==> config.mk <==
export PLATFORM = sky130hd
export DESIGN_NAME = animation_frame_picker_top
export DESIGN_NICKNAME = d
export VERILOG_FILES = /design/src/afp_pkg.sv /design/src/afp_ram.sv /design/src/afp_rem_unit.sv /design/src/animation_frame_picker_top.sv
export SDC_FILE = /design/constraint.sdc
export NUM_CORES = 1
export LEC_CHECK = 0
export ABC_CLOCK_PERIOD_IN_PS = 8000
export BUFFER_PORTS_ARGS = -buffer_cell sky130_fd_sc_hd__clkbuf_2
export CORE_ASPECT_RATIO = 1.5
export CORE_MARGIN = 2
export CORE_UTILIZATION = 35
export CTS_CLUSTER_DIAMETER = 120
export DETAILED_ROUTE_END_ITERATION = 12
export HOLD_SLACK_MARGIN = 0.06
export PLACE_DENSITY = 0.6
export SKIP_CTS_REPAIR_TIMING = 1
export SYNTH_ARGS = -nofsm -noshare
export SYNTH_HDL_FRONTEND = slang
export SYNTH_SLANG_ARGS = --single-unit
==> constraint.sdc <==
create_clock -name clock -period 8 [get_ports clock]
set_clock_uncertainty 0.05 [all_clocks]
set_input_delay 0.4 -clock clock [delete_from_list [all_inputs] [get_ports clock]]
set_output_delay 0.4 -clock clock [all_outputs]
set_load 0.03 [all_outputs]
==> src/afp_pkg.sv <==
// Shared constants and types for the animation frame picker.
package afp_pkg;

   localparam int MAX_FRAMES_DEF = 64;

   localparam int OP_W      = 1;
   localparam int IDX_W     = 6;
   localparam int DELAY_W   = 16;
   localparam int ELAPSED_W = 32;
   localparam int FRAME_W   = 6;
   localparam int COUNT_W   = 7;

   // A full sum of up to 127 sixteen-bit delays fits in this many bits.
   localparam int SUM_W = DELAY_W + COUNT_W;

   localparam int REQ_DATA_W = ((IDX_W + DELAY_W + ELAPSED_W + 7) / 8) * 8;
   localparam int RSP_DATA_W = ((FRAME_W + 7) / 8) * 8;

   localparam logic [OP_W-1:0] OP_LOAD = 1'b0;
   localparam logic [OP_W-1:0] OP_PICK = 1'b1;

endpackage

==> src/afp_ram.sv <==
// Generic single-port-write, single-port-read RAM with registered read data.
module afp_ram #(
   parameter int WIDTH = 16,
   parameter int DEPTH = 64
) (
   input  logic                     clock,
   input  logic                     wr_en,
   input  logic [$clog2(DEPTH)-1:0] wr_addr,
   input  logic [WIDTH-1:0]         wr_data,
   input  logic                     rd_en,
   input  logic [$clog2(DEPTH)-1:0] rd_addr,
   output logic [WIDTH-1:0]         rd_data
);

   logic [WIDTH-1:0] mem_ff [DEPTH];
   logic [WIDTH-1:0] rd_data_ff;

   always_ff @(posedge clock) begin
      if (wr_en) begin
         mem_ff[wr_addr] <= wr_data;
      end
      if (rd_en) begin
         rd_data_ff <= mem_ff[rd_addr];
      end
   end

   assign rd_data = rd_data_ff;

endmodule

==> src/afp_rem_unit.sv <==
// Bit-serial restoring remainder unit: elapsed time modulo the delay total.
module afp_rem_unit
   import afp_pkg::*;
(
   input  logic                 clock,
   input  logic                 reset,
   input  logic                 start,
   input  logic [ELAPSED_W-1:0] dividend,
   input  logic [SUM_W-1:0]     divisor,
   output logic                 done,
   output logic [SUM_W-1:0]     remainder
);

   localparam int CNT_W = $clog2(ELAPSED_W);

   logic                 busy_ff, busy_in;
   logic                 done_ff, done_in;
   logic [CNT_W-1:0]     cnt_ff, cnt_in;
   logic [ELAPSED_W-1:0] dvd_ff, dvd_in;
   logic [SUM_W-1:0]     dsr_ff, dsr_in;
   logic [SUM_W-1:0]     rem_ff, rem_in;
   logic [SUM_W:0]       shifted;
   logic [SUM_W:0]       trial;

   always_comb begin
      busy_in = busy_ff;
      done_in = 1'b0;
      cnt_in  = cnt_ff;
      dvd_in  = dvd_ff;
      dsr_in  = dsr_ff;
      rem_in  = rem_ff;
      shifted = {rem_ff, dvd_ff[ELAPSED_W-1]};
      trial   = shifted - {1'b0, dsr_ff};
      if (start) begin
         busy_in = 1'b1;
         cnt_in  = CNT_W'(ELAPSED_W - 1);
         dvd_in  = dividend;
         dsr_in  = divisor;
         rem_in  = '0;
      end else if (busy_ff) begin
         // The partial remainder stays below the divisor, so one
         // compare and subtract per bit is enough.
         if (shifted >= {1'b0, dsr_ff}) begin
            rem_in = trial[SUM_W-1:0];
         end else begin
            rem_in = shifted[SUM_W-1:0];
         end
         dvd_in = {dvd_ff[ELAPSED_W-2:0], 1'b0};
         cnt_in = cnt_ff - 1'b1;
         if (cnt_ff == '0) begin
            busy_in = 1'b0;
            done_in = 1'b1;
         end
      end
   end

   always_ff @(posedge clock) begin
      if (reset) begin
         busy_ff <= 1'b0;
         done_ff <= 1'b0;
         cnt_ff  <= '0;
      end else begin
         busy_ff <= busy_in;
         done_ff <= done_in;
         cnt_ff  <= cnt_in;
      end
      dvd_ff <= dvd_in;
      dsr_ff <= dsr_in;
      rem_ff <= rem_in;
   end

   assign done      = done_ff;
   assign remainder = rem_ff;

endmodule

==> src/animation_frame_picker_top.sv <==
// Animation frame picker: delay table in RAM, sum walk, serial modulo, lookup walk.
// A load gives no result. A pick for N frames in use makes up to two passes of N RAM reads
// plus 32 modulo steps, and makes none of them with fewer than two or over MAX_FRAMES.
// One pick at a time: the input is not ready until the answer has entered the result register.
// Reset sets frames_in_use to 1 and empties the result register; the table is not cleared.
module animation_frame_picker_top
   import afp_pkg::*;
#(
   parameter int MAX_FRAMES = MAX_FRAMES_DEF
) (
   input  logic                  clock,
   input  logic                  reset,
   input  logic                  req_tvalid,
   output logic                  req_tready,
   // entry_index [5:0], delay_ms [21:6], elapsed_time [53:22], zero fill above
   input  logic [REQ_DATA_W-1:0] req_tdata,
   // op
   input  logic [OP_W-1:0]       req_tuser,
   output logic                  rsp_tvalid,
   input  logic                  rsp_tready,
   // frame_index [5:0], zero fill above
   output logic [RSP_DATA_W-1:0] rsp_tdata,
   input  logic                  csr_we,
   input  logic [COUNT_W-1:0]    csr_wdata
);

   localparam int ADDR_W = $clog2(MAX_FRAMES);
   localparam int KX_W   = (ADDR_W > COUNT_W) ? ADDR_W : COUNT_W;

   typedef enum logic [4:0] {
      ST_IDLE = 5'b00001,
      ST_SUM  = 5'b00010,
      ST_DIV  = 5'b00100,
      ST_WALK = 5'b01000,
      ST_DONE = 5'b10000
   } state_type;

   state_type            state_ff, state_in;
   logic [COUNT_W-1:0]   frames_ff;
   logic [ELAPSED_W-1:0] elapsed_ff, elapsed_in;
   logic [COUNT_W-1:0]   issue_k_ff, issue_k_in;
   logic                 issuing_ff, issuing_in;
   logic                 rd_valid_ff;
   logic                 rd_last_ff;
   logic [COUNT_W-1:0]   rd_k_ff;
   logic [SUM_W-1:0]     acc_ff, acc_in;
   logic [SUM_W-1:0]     rem_ff, rem_in;
   logic [COUNT_W-1:0]   res_ff, res_in;
   logic                 rsp_valid_ff, rsp_valid_in;
   logic [FRAME_W-1:0]   rsp_frame_ff, rsp_frame_in;
   // One-cycle pulse into the remainder unit on entering the modulo state.
   logic                 div_start_ff;

   logic [IDX_W-1:0]     req_idx;
   logic [DELAY_W-1:0]   req_delay;
   logic [ELAPSED_W-1:0] req_elapsed;
   logic                 req_fire;
   logic                 idx_ok;
   logic                 count_ok;
   logic [KX_W-1:0]      idx_ext;
   logic [KX_W-1:0]      k_ext;
   logic                 ram_we;
   logic [DELAY_W-1:0]   ram_rdata;
   logic [SUM_W-1:0]     run_sum;
   logic [SUM_W-1:0]     total;
   logic                 rsp_free;
   logic                 div_done;
   logic [SUM_W-1:0]     div_rem;

   assign req_idx     = req_tdata[IDX_W-1:0];
   assign req_delay   = req_tdata[IDX_W+DELAY_W-1:IDX_W];
   assign req_elapsed = req_tdata[IDX_W+DELAY_W+ELAPSED_W-1:IDX_W+DELAY_W];

   assign req_tready = (state_ff == ST_IDLE);
   assign req_fire   = req_tvalid && req_tready;

   assign idx_ext  = KX_W'(req_idx);
   assign k_ext    = KX_W'(issue_k_ff);
   assign idx_ok   = 32'(req_idx) < 32'(MAX_FRAMES);
   assign count_ok = (frames_ff > COUNT_W'(1)) && (32'(frames_ff) <= 32'(MAX_FRAMES));
   assign ram_we   = req_fire && (req_tuser == OP_LOAD) && idx_ok;

   afp_ram #(
      .WIDTH(DELAY_W),
      .DEPTH(MAX_FRAMES)
   ) u_delay_ram (
      .clock  (clock),
      .wr_en  (ram_we),
      .wr_addr(idx_ext[ADDR_W-1:0]),
      .wr_data(req_delay),
      .rd_en  (issuing_ff),
      .rd_addr(k_ext[ADDR_W-1:0]),
      .rd_data(ram_rdata)
   );

   afp_rem_unit u_rem (
      .clock    (clock),
      .reset    (reset),
      .start    (div_start_ff),
      .dividend (elapsed_ff),
      .divisor  (acc_ff),
      .done     (div_done),
      .remainder(div_rem)
   );

   assign run_sum  = acc_ff + SUM_W'(ram_rdata);
   assign total    = (run_sum == '0) ? SUM_W'(1) : run_sum;
   assign rsp_free = !rsp_valid_ff || rsp_tready;

   always_comb begin
      state_in       = state_ff;
      elapsed_in     = elapsed_ff;
      issue_k_in     = issue_k_ff;
      issuing_in     = issuing_ff;
      acc_in         = acc_ff;
      rem_in         = rem_ff;
      res_in         = res_ff;
      rsp_valid_in   = rsp_valid_ff && !rsp_tready;
      rsp_frame_in   = rsp_frame_ff;

      // Reads are issued back to back; stop once the last frame in use is issued.
      if (issuing_ff) begin
         issue_k_in = issue_k_ff + 1'b1;
         if (issue_k_ff == frames_ff - 1'b1) begin
            issuing_in = 1'b0;
         end
      end

      case (state_ff)
         ST_IDLE: begin
            if (req_fire && (req_tuser == OP_PICK)) begin
               elapsed_in = req_elapsed;
               acc_in     = '0;
               if (count_ok) begin
                  issue_k_in = '0;
                  issuing_in = 1'b1;
                  state_in   = ST_SUM;
               end else begin
                  res_in   = '0;
                  state_in = ST_DONE;
               end
            end
         end
         ST_SUM: begin
            if (rd_valid_ff) begin
               acc_in = run_sum;
               if (rd_last_ff) begin
                  acc_in   = total;
                  state_in = ST_DIV;
               end
            end
         end
         ST_DIV: begin
            // The divisor is taken from the accumulator, which holds the delay total once the sum pass ends.
            if (div_done) begin
               rem_in     = div_rem;
               acc_in     = '0;
               issue_k_in = '0;
               issuing_in = 1'b1;
               state_in   = ST_WALK;
            end
         end
         ST_WALK: begin
            if (rd_valid_ff) begin
               acc_in = run_sum;
               if (rem_ff < run_sum) begin
                  res_in     = rd_k_ff;
                  issuing_in = 1'b0;
                  state_in   = ST_DONE;
               end else if (rd_last_ff) begin
                  res_in   = frames_ff - 1'b1;
                  state_in = ST_DONE;
               end
            end
         end
         ST_DONE: begin
            if (rsp_free) begin
               rsp_valid_in = 1'b1;
               rsp_frame_in = res_ff[FRAME_W-1:0];
               state_in     = ST_IDLE;
            end
         end
         default: begin
            state_in = ST_IDLE;
         end
      endcase
   end

   always_ff @(posedge clock) begin
      if (reset) begin
         state_ff     <= ST_IDLE;
         frames_ff    <= COUNT_W'(1);
         issuing_ff   <= 1'b0;
         rd_valid_ff  <= 1'b0;
         rsp_valid_ff <= 1'b0;
         div_start_ff <= 1'b0;
      end else begin
         state_ff     <= state_in;
         issuing_ff   <= issuing_in;
         rd_valid_ff  <= issuing_ff;
         rsp_valid_ff <= rsp_valid_in;
         div_start_ff <= (state_ff == ST_SUM) && (state_in == ST_DIV);
         if (csr_we) begin
            frames_ff <= csr_wdata;
         end
      end
      elapsed_ff   <= elapsed_in;
      issue_k_ff   <= issue_k_in;
      rd_last_ff   <= issuing_ff && (issue_k_ff == frames_ff - 1'b1);
      rd_k_ff      <= issue_k_ff;
      acc_ff       <= acc_in;
      rem_ff       <= rem_in;
      res_ff       <= res_in;
      rsp_frame_ff <= rsp_frame_in;
   end

   assign rsp_tvalid = rsp_valid_ff;
   assign rsp_tdata  = RSP_DATA_W'(rsp_frame_ff);

endmodule

==> reports/metrics.yaml, run 1 <==
status: "completed"
drt-total-wl_um: 117000
irDropWorstVdd_uv: 246
clkLatencyLatePin_ns: 0.75
io_buffer_count: 74
grt_pass1_wl_um: 170000
synth_flop_cell: "edfxtp_1"
layout-drive-gt1-share: 0.264
first_iter_violations: 2296
synth_seq_cells: 1245
routed.top_layer: "met5"
netlist_area_um2: 49900
ys_types: 81
stdcell_count: 4646
worst_pin_slew_ns: 1.34
path_clk_slew_ns: 0.06
seq_area_frac_synth: 0.737
setup_viol: 0
cts-root-buf: "clkbuf_16"
cts_sinks: 1245
drc: 0
met1Wirelength_um: 42600
critPathKind: "flip-flop to flip-flop"
synthTopCellsByCount: "1,185 x edfxtp_1, 336 x mux4_2, 167 x nor2_1"
start_util: 0.353
p_total_mw: 15.5
postRouteAntennaNets: 0
cp.required_ns: 8.36
yosys.area.top_type: "edfxtp_1"
cp_data_arrival_time_ns: 5.90
syn-instance-count: 2461
maxCapViolCount: 0
ios: 79
regArea_um2: 36800
tns_ns: 0
nFillCells: 12300
die-area_um2: 146000
layout.nets: 2802
finalCritPeriodShare: 0.693
core_region_area_um2: 141000
grt_max_degree: 108
wl_per_cell_um: 25.1
fmax_mhz: 180
setup.worst_path.end_class: "flip-flop"
die_y_um: 466
power_density_nw_per_um2: 271
gp_congestion: 0.839
synthArstFlopShare: 0
cts-buffers-inserted: 112
wl_met2_um: 64600
hold_viol_final: 0
final_core_utilization: 0.403
antenna_found_initial: 8
leakage_nw: 18.0
yosysMostFrequentCell: "edfxtp_1"
grt_pass1_vias: 25700
route.met3.wl_um: 5330
yosysWarningCount: 0
post-place-cells: 4395
critPathLaunchType: "flip-flop"
multi_input_comb_area_um2: 12500
vias_per_cell: 5.22
rows: 169
num_vias: 24200
cts_tree: "done"
post-dp-hpwl_um: 69700
synth_edf_count: 1185
grt_setup_unrepaired: "no"
whs_ns: 0.0552
period_needed_ns: 5.55
synth.area.top_cells: "edfxtp_1 71%, mux4_2 15%, dfxtp_1 2.4%"
hp-class: "input port to flip-flop"
dr.pass1.iters: 5
grtUsageTotal: 0.159
die_w_um: 312
htree_levels: 3
synth_top_area_share: 0.713
cts_max_path_buffers: 3
slew_headroom: 0.106
grt_overflow: 0
path_max_fanout: 11
slew_viol_final: 0
syn_avg_cell_area_um2: 20.3
syn_to_final_growth_pct: 14.3
==> metal layers <==
layer,vias up,track usage
met5,-,0
met4,10,0.0605
met3,194,0.0257
met2,689,0.302
met1,12800,0.176
li1,10500,-
==> report_power, final <==
part | internal (mW) | switching [mW]
registers | 7.25 | 0.166
clock network | 3.04 | 2.40
logic | 1.26 | 1.34
==> sequential cells by signal, summed over array words and instances (netlist names), 5 cells and up <==
name,cells
u_rem.remainder,23
frames_ff,7
u_rem.dsr_ff,23
u_delay_ram.mem_ff,1024
issue_k_ff,7
rsp_frame_ff,6
rd_k_ff,6
u_rem.dvd_ff,32
acc_ff,23
res_ff,6
u_rem.cnt_ff,5
state_ff,5
rem_ff,23
u_delay_ram.rd_data,16
elapsed_ff,32
==> metrics by stage <==
step | setup slack (ns) | cell area (um^2)
floorplan | 1.92 | 49900
global placement | 2.47 | 52900
detailed placement | 2.46 | 52900
CTS | 2.43 | 56600
global route | 1.96 | 57000
finish | 2.45 | 57000
==> layout make-up <==
cell class	count	share of cell area
clock inverter	60	0.0125
clock buffer	148	0.0526
antenna	3	0.000132
tap	1881	0.0413
timing repair buffer	206	0.0265
inverter	52	0.00342
multi-input combinational	1051	0.219
sequential	1245	0.645
==> placed cells by master, fill, tap and decap left out, types with 32 or more instances in the layout <==
cell type and instances:
nor2_1 166, o21ai_0 34, a21oi_1 47, mux2_2 33, dfxtp_1 55, dlygate4sd3_1 40
inv_1 50, nand2_1 60, xnor2_1 32, buf_4 88, clkbuf_16 113, mux4_2 336
edfxtp_1 1185, clkbuf_2 74, ha_1 63
==> worst paths after layout <==
kind	start	end	slack, ns	cells past startpoint
max	acc_ff[0]$_DFFE_PP_	res_ff[3]$_SDFFCE_PP0P_	2.45	20
min	csr_we	frames_ff[0]$_SDFFE_PP1P_	0.06	2
max reg2reg	acc_ff[0]$_DFFE_PP_	res_ff[3]$_SDFFCE_PP0P_	2.45	20
min reg2reg	res_ff[4]$_SDFFCE_PP0P_	rsp_frame_ff[4]$_DFFE_PP_	0.37	0
==> cells by family (layout without fill, tap and decap cells) <==
family,after synthesis,count (layout),share of synthesized area
simple gates,348,348,0.0327
buf+inv,166,466,0.0133
fa+ha+maj,65,65,0.0166
other cells,1,5,0.0000751
flops,1245,1245,0.737
compound gates,194,194,0.0273
mux,386,386,0.162
xor+xnor,56,56,0.0104
==> critical path, cell delays in order, from the launching register on <==
cell and delay, ns:
edfxtp_1 0.41, ha_1 0.25, fa_1 0.41, a21oi_1 0.27, o22ai_2 0.15, o2111ai_2 0.30, a2111oi_4 0.14, o21ai_2 0.29
nor2_2 0.08, xnor2_1 0.15, ha_1 0.37, and4_1 0.21, and4_1 0.25, o2111ai_1 0.15, o32ai_1 0.23, nand3_1 0.11
o211ai_1 0.13, a32oi_2 0.17, a31oi_2 0.62, a21oi_1 0.18, o21bai_1 0.32
Note: power is estimated with default switching activity, not from simulation.
==> run 2, diff against run 1 <==
ABC_AREA = 1   (was unset)
ABC_CLOCK_PERIOD_IN_PS = 5500   (was 8000)
clock period = 5.5 ns   (was 8 ns; I/O delays follow)
==> run 2 against run 1 <==
Compared with the run above:
- sequential share of layout area shrank 0.93 points
- final cell count increased by 33%
- highest routed layer is now met4
- core utilization decreased by 0.25 points
- non-clock buffer count is 38 higher
- first-iteration DRC count increased by 30%
- maximum frequency is 31% higher
==> reports/metrics.yaml, run 2 <==
hp-class: "input port to flip-flop"  # unchanged
grt_use_met3: 0.0201  # was 0.0257
hold_viol_final: 0  # unchanged
final_cell_mix: "1,185 x edfxtp_1, 651 x nor2_1, 546 x o21ai_0"  # was 1,185 x edfxtp_1, 336 x mux4_2, 166 x nor2_1
period_needed_ns: 4.24  # was 5.55 ns
yosysWarningCount: 0  # unchanged
setup_viol: 0  # unchanged
die_y_um: 470  # was 466 um
irDropWorstVdd_uv: 380  # was 246 uV
yosysMostFrequentCell: "edfxtp_1"  # unchanged
reg2reg_setup_slack_ns: 1.26  # was 2.45 ns
postRouteAntennaNets: 0  # unchanged
dr.pass1.iters: 6  # was 5
grt_max_degree: 170  # was 108
slowest_stage: "fa_1"  # was a31oi_2
cp_data_arrival_time_ns: 4.57  # was 5.90 ns
grtUsageTotal: 0.179  # was 0.159
multi_input_comb_area_um2: 12500  # about the same
largest_reg_flops: 1024  # unchanged
core_region_area_um2: 144000  # was 141,000 um^2
gp_congestion: 0.849  # was 0.839
critPathKind: "flip-flop to flip-flop"  # unchanged
worst_pin_slew_ns: 1.17  # was 1.34 ns
swShare: 0.319  # was 0.253
cp-startpoint: "acc_ff[0]$_DFFE_PP_"  # unchanged
internal_power_mw: 16.7  # was 11.6 mW
regArea_um2: 36800  # about the same
pre_cts_ws_ns: 1.21  # was 2.46 ns
finalCritPeriodShare: 0.770  # was 0.693
post_dp_cell_area_um2: 53600  # was 52,900 um^2
cp.required_ns: 5.83  # was 8.36 ns
drt-total-wl_um: 136000  # was 117,000 um
holdCritStartpoint: "req_tvalid"  # was csr_we
path_max_fanout: 6  # was 11
drc: 0  # unchanged
nFillCells: 13400  # was 12,300
cts_max_path_buffers: 3  # unchanged
grt_pass1_vias: 31700  # was 25,700
cts_tree: "done"  # unchanged
slew_headroom: 0.218  # was 0.106
combPwrFrac: 0.232  # was 0.168
layout.nets: 4295  # was 2,802
htree_levels: 3  # unchanged
p_total_mw: 24.5  # was 15.5 mW
reg2reg_to: "res_ff[2]$_SDFFCE_PP0P_"  # was res_ff[3]$_SDFFCE_PP0P_
synthArstFlopShare: 0  # unchanged
met1_usage: 0.216  # was 0.176
clkPwrFrac: 0.330  # was 0.352
r2r_start: "acc_ff[0]$_DFFE_PP_"  # unchanged
final_common_cell: "edfxtp_1"  # unchanged
ys_types: 50  # was 81
wl_per_cell_um: 22.0  # was 25.1 um
grt_overflow: 0  # unchanged
synth_edf_count: 1185  # unchanged
grt_setup_unrepaired: "no"  # unchanged
setup.worst_path.end_class: "flip-flop"  # unchanged
power_density_nw_per_um2: 424  # was 271 nW/um^2
rows: 171  # was 169
reg_top3: "u_delay_ram.mem_ff (1024), elapsed_ff (32), u_rem.dvd_ff (32)"  # unchanged
r2r_cells: 22  # was 20
syn-instance-count: 4041  # was 2,461
die-area_um2: 148000  # was 146,000 um^2
synthTopCellsByCount: "1,185 x edfxtp_1, 659 x nor2_1, 546 x o21ai_0"  # was 1,185 x edfxtp_1, 336 x mux4_2, 167 x nor2_1
yosys.area.top_type: "edfxtp_1"  # unchanged
grt_busiest_layer: "met2"  # unchanged
maxCapViolCount: 0  # unchanged
syn_to_final_growth_pct: 14.1  # was 14.3%
worstPathCellList: "ha_1 > fa_1 > nand2_1 > nand2_1 > nand3_1 > nand3_2 > nand2_1 > nand2_1 > a31oi_1 > xor2_1 > ha_1 > nand4_1 > inv_1 > nand4_1 > nor2_1 > nor2_1 > nand2_1 > nand2_2 > nand4_2 > nand2_1 > nand2_1 > a21oi_1"  # was ha_1 > fa_1 > a21oi_1 > o22ai_2 > o2111ai_2 > a2111oi_4 > o21ai_2 > nor2_2 > xnor2_1 > ha_1 > and4_1 > and4_1 > o2111ai_1 > o32ai_1 > nand3_1 > o211ai_1 > a32oi_2 > a31oi_2 > a21oi_1 > o21bai_1
antenna_found_initial: 2  # was 8
die_w_um: 315  # was 312 um
critPathLaunchType: "flip-flop"  # unchanged
seqPwrFrac: 0.438  # was 0.480
cts-root-buf: "clkbuf_16"  # unchanged
first_iter_violations: 2986  # was 2,296
slew_viol_final: 0  # unchanged
grt_pass1_wl_um: 201000  # was 170,000 um
post-dp-hpwl_um: 80300  # was 69,700 um
clkLatencyLatePin_ns: 0.76  # was 0.75 ns
tns_ns: 0  # unchanged
num_vias: 32800  # was 24,200
seq_area_frac_synth: 0.725  # was 0.737
vias_per_cell: 5.32  # was 5.22
synth_flop_cell: "edfxtp_1"  # unchanged
power.net_switching_mw: 7.83  # was 3.90 mW
ios: 79  # unchanged
status: "completed"  # unchanged
cts_sinks: 1245  # unchanged
io_buffer_count: 74  # unchanged
setup_ws_ns: 1.26  # was 2.45 ns
leakage_nw: 19.3  # was 18.0 nW
synth.area.top_cells: "edfxtp_1 70%, o21ai_0 5.4%, nor2_1 4.9%"  # was edfxtp_1 71%, mux4_2 15%, dfxtp_1 2.4%
syn_avg_cell_area_um2: 12.6  # was 20.3 um^2
synth_seq_cells: 1245  # unchanged
grt_use_met2: 0.313  # was 0.302
regMostFlops: "u_delay_ram.mem_ff"  # unchanged
netlist_area_um2: 50700  # was 49,900 um^2
cts-buffers-inserted: 110  # was 112
cp-endpoint: "res_ff[2]$_SDFFCE_PP0P_"  # was res_ff[3]$_SDFFCE_PP0P_
start_util: 0.351  # was 0.353
final_core_utilization: 0.401  # was 0.403
layout-drive-gt1-share: 0.0975  # was 0.264
critPathMaxStageDelay_ns: 0.41  # was 0.62 ns
fmax_mhz: 236  # was 180 MHz
stdcell_area_um2: 57900  # was 57,000 um^2
crit_top_cell: "nand2_1"
path_clk_slew_ns: 0.07  # was 0.06 ns
synth_top_area_share: 0.702  # was 0.713
[run 2: changes by cell type in the layout (fill, tap and decap cells not counted), sizes merged, moves of 39 or more]
cell    previous run  this run
inv               54       143
nand4             12        72
mux4             336         0
o221ai             0        99
o211ai             6        45
a21oi             49        92
nand2             60       419
nand3             13       113
nor2             171       667
o21ai             40       569
o22ai              4       159
[run 2: stage by stage]
stage	std cells	hold WS, ns
floorplan	4042	0.279
finish	6160	0.0867
CTS	6108	-0.409
detailed placement	5901	0.373
global route	6160	0.143
global placement	5901	0.370
[run 2: layout make-up]
type                            instances  share of cell area
Sequential cell                      1245               0.636
Inverter                              142             0.00943
Clock buffer                          136              0.0492
Tap cell                             1903              0.0411
Clock inverter                         71              0.0159
Multi-Input combinational cell       2418               0.216
Timing Repair Buffer                  244              0.0324
Antenna cell                            1           0.0000432
[run 2: worst min path at each step]
stage / endpoint / cells after the start
finish: state_ff[4]$_SDFF_PP0_ / 7
global route: state_ff[4]$_SDFF_PP0_ / 7
CTS: elapsed_ff[31]$_DFFE_PP_ / 1
detailed placement: rsp_frame_ff[0]$_DFFE_PP_ / 0
global placement: rsp_frame_ff[0]$_DFFE_PP_ / 0
floorplan: rd_k_ff[2]$_DFF_P_ / 0
[run 2: cell families (layout without fill, tap and decap cells)]
group	count (synthesis)	in the layout	share of synthesized area
simple gates	1299	1299	0.106
flops	1245	1245	0.725
compound gates	1004	1004	0.115
buf+inv	379	593	0.0287
fa+ha+maj	65	65	0.0163
xor+xnor	48	48	0.00829
other cells	1	3	0.0000739
[run 2: power groups by stage]
stage                     combinational, mW  clock, mW  sequential (mW)
final                                  5.69       8.09             10.7
after global routing                   6.29       8.58             10.8
after CTS                              5.67       8.23             10.7
after detailed placement               5.65          0             10.9
after global placement                 5.57          0             10.9
after floorplan                        3.75          0             10.8
[run 2: layer usage]
metal,vias to the layer above,routed length (um)
met5,-,0
met4,0,6910
met3,266,7090
met2,1068,68600
met1,16300,53000
li1,15100,-
[run 2: critical path: cells and delay by family (launching register included)]
family	cells	cell delay [ns]
simple gates	15	1.43
compound gates	2	0.57
flops	1	0.40
xor+xnor	1	0.32
fa+ha+maj	3	1.01
buf+inv	1	0.07
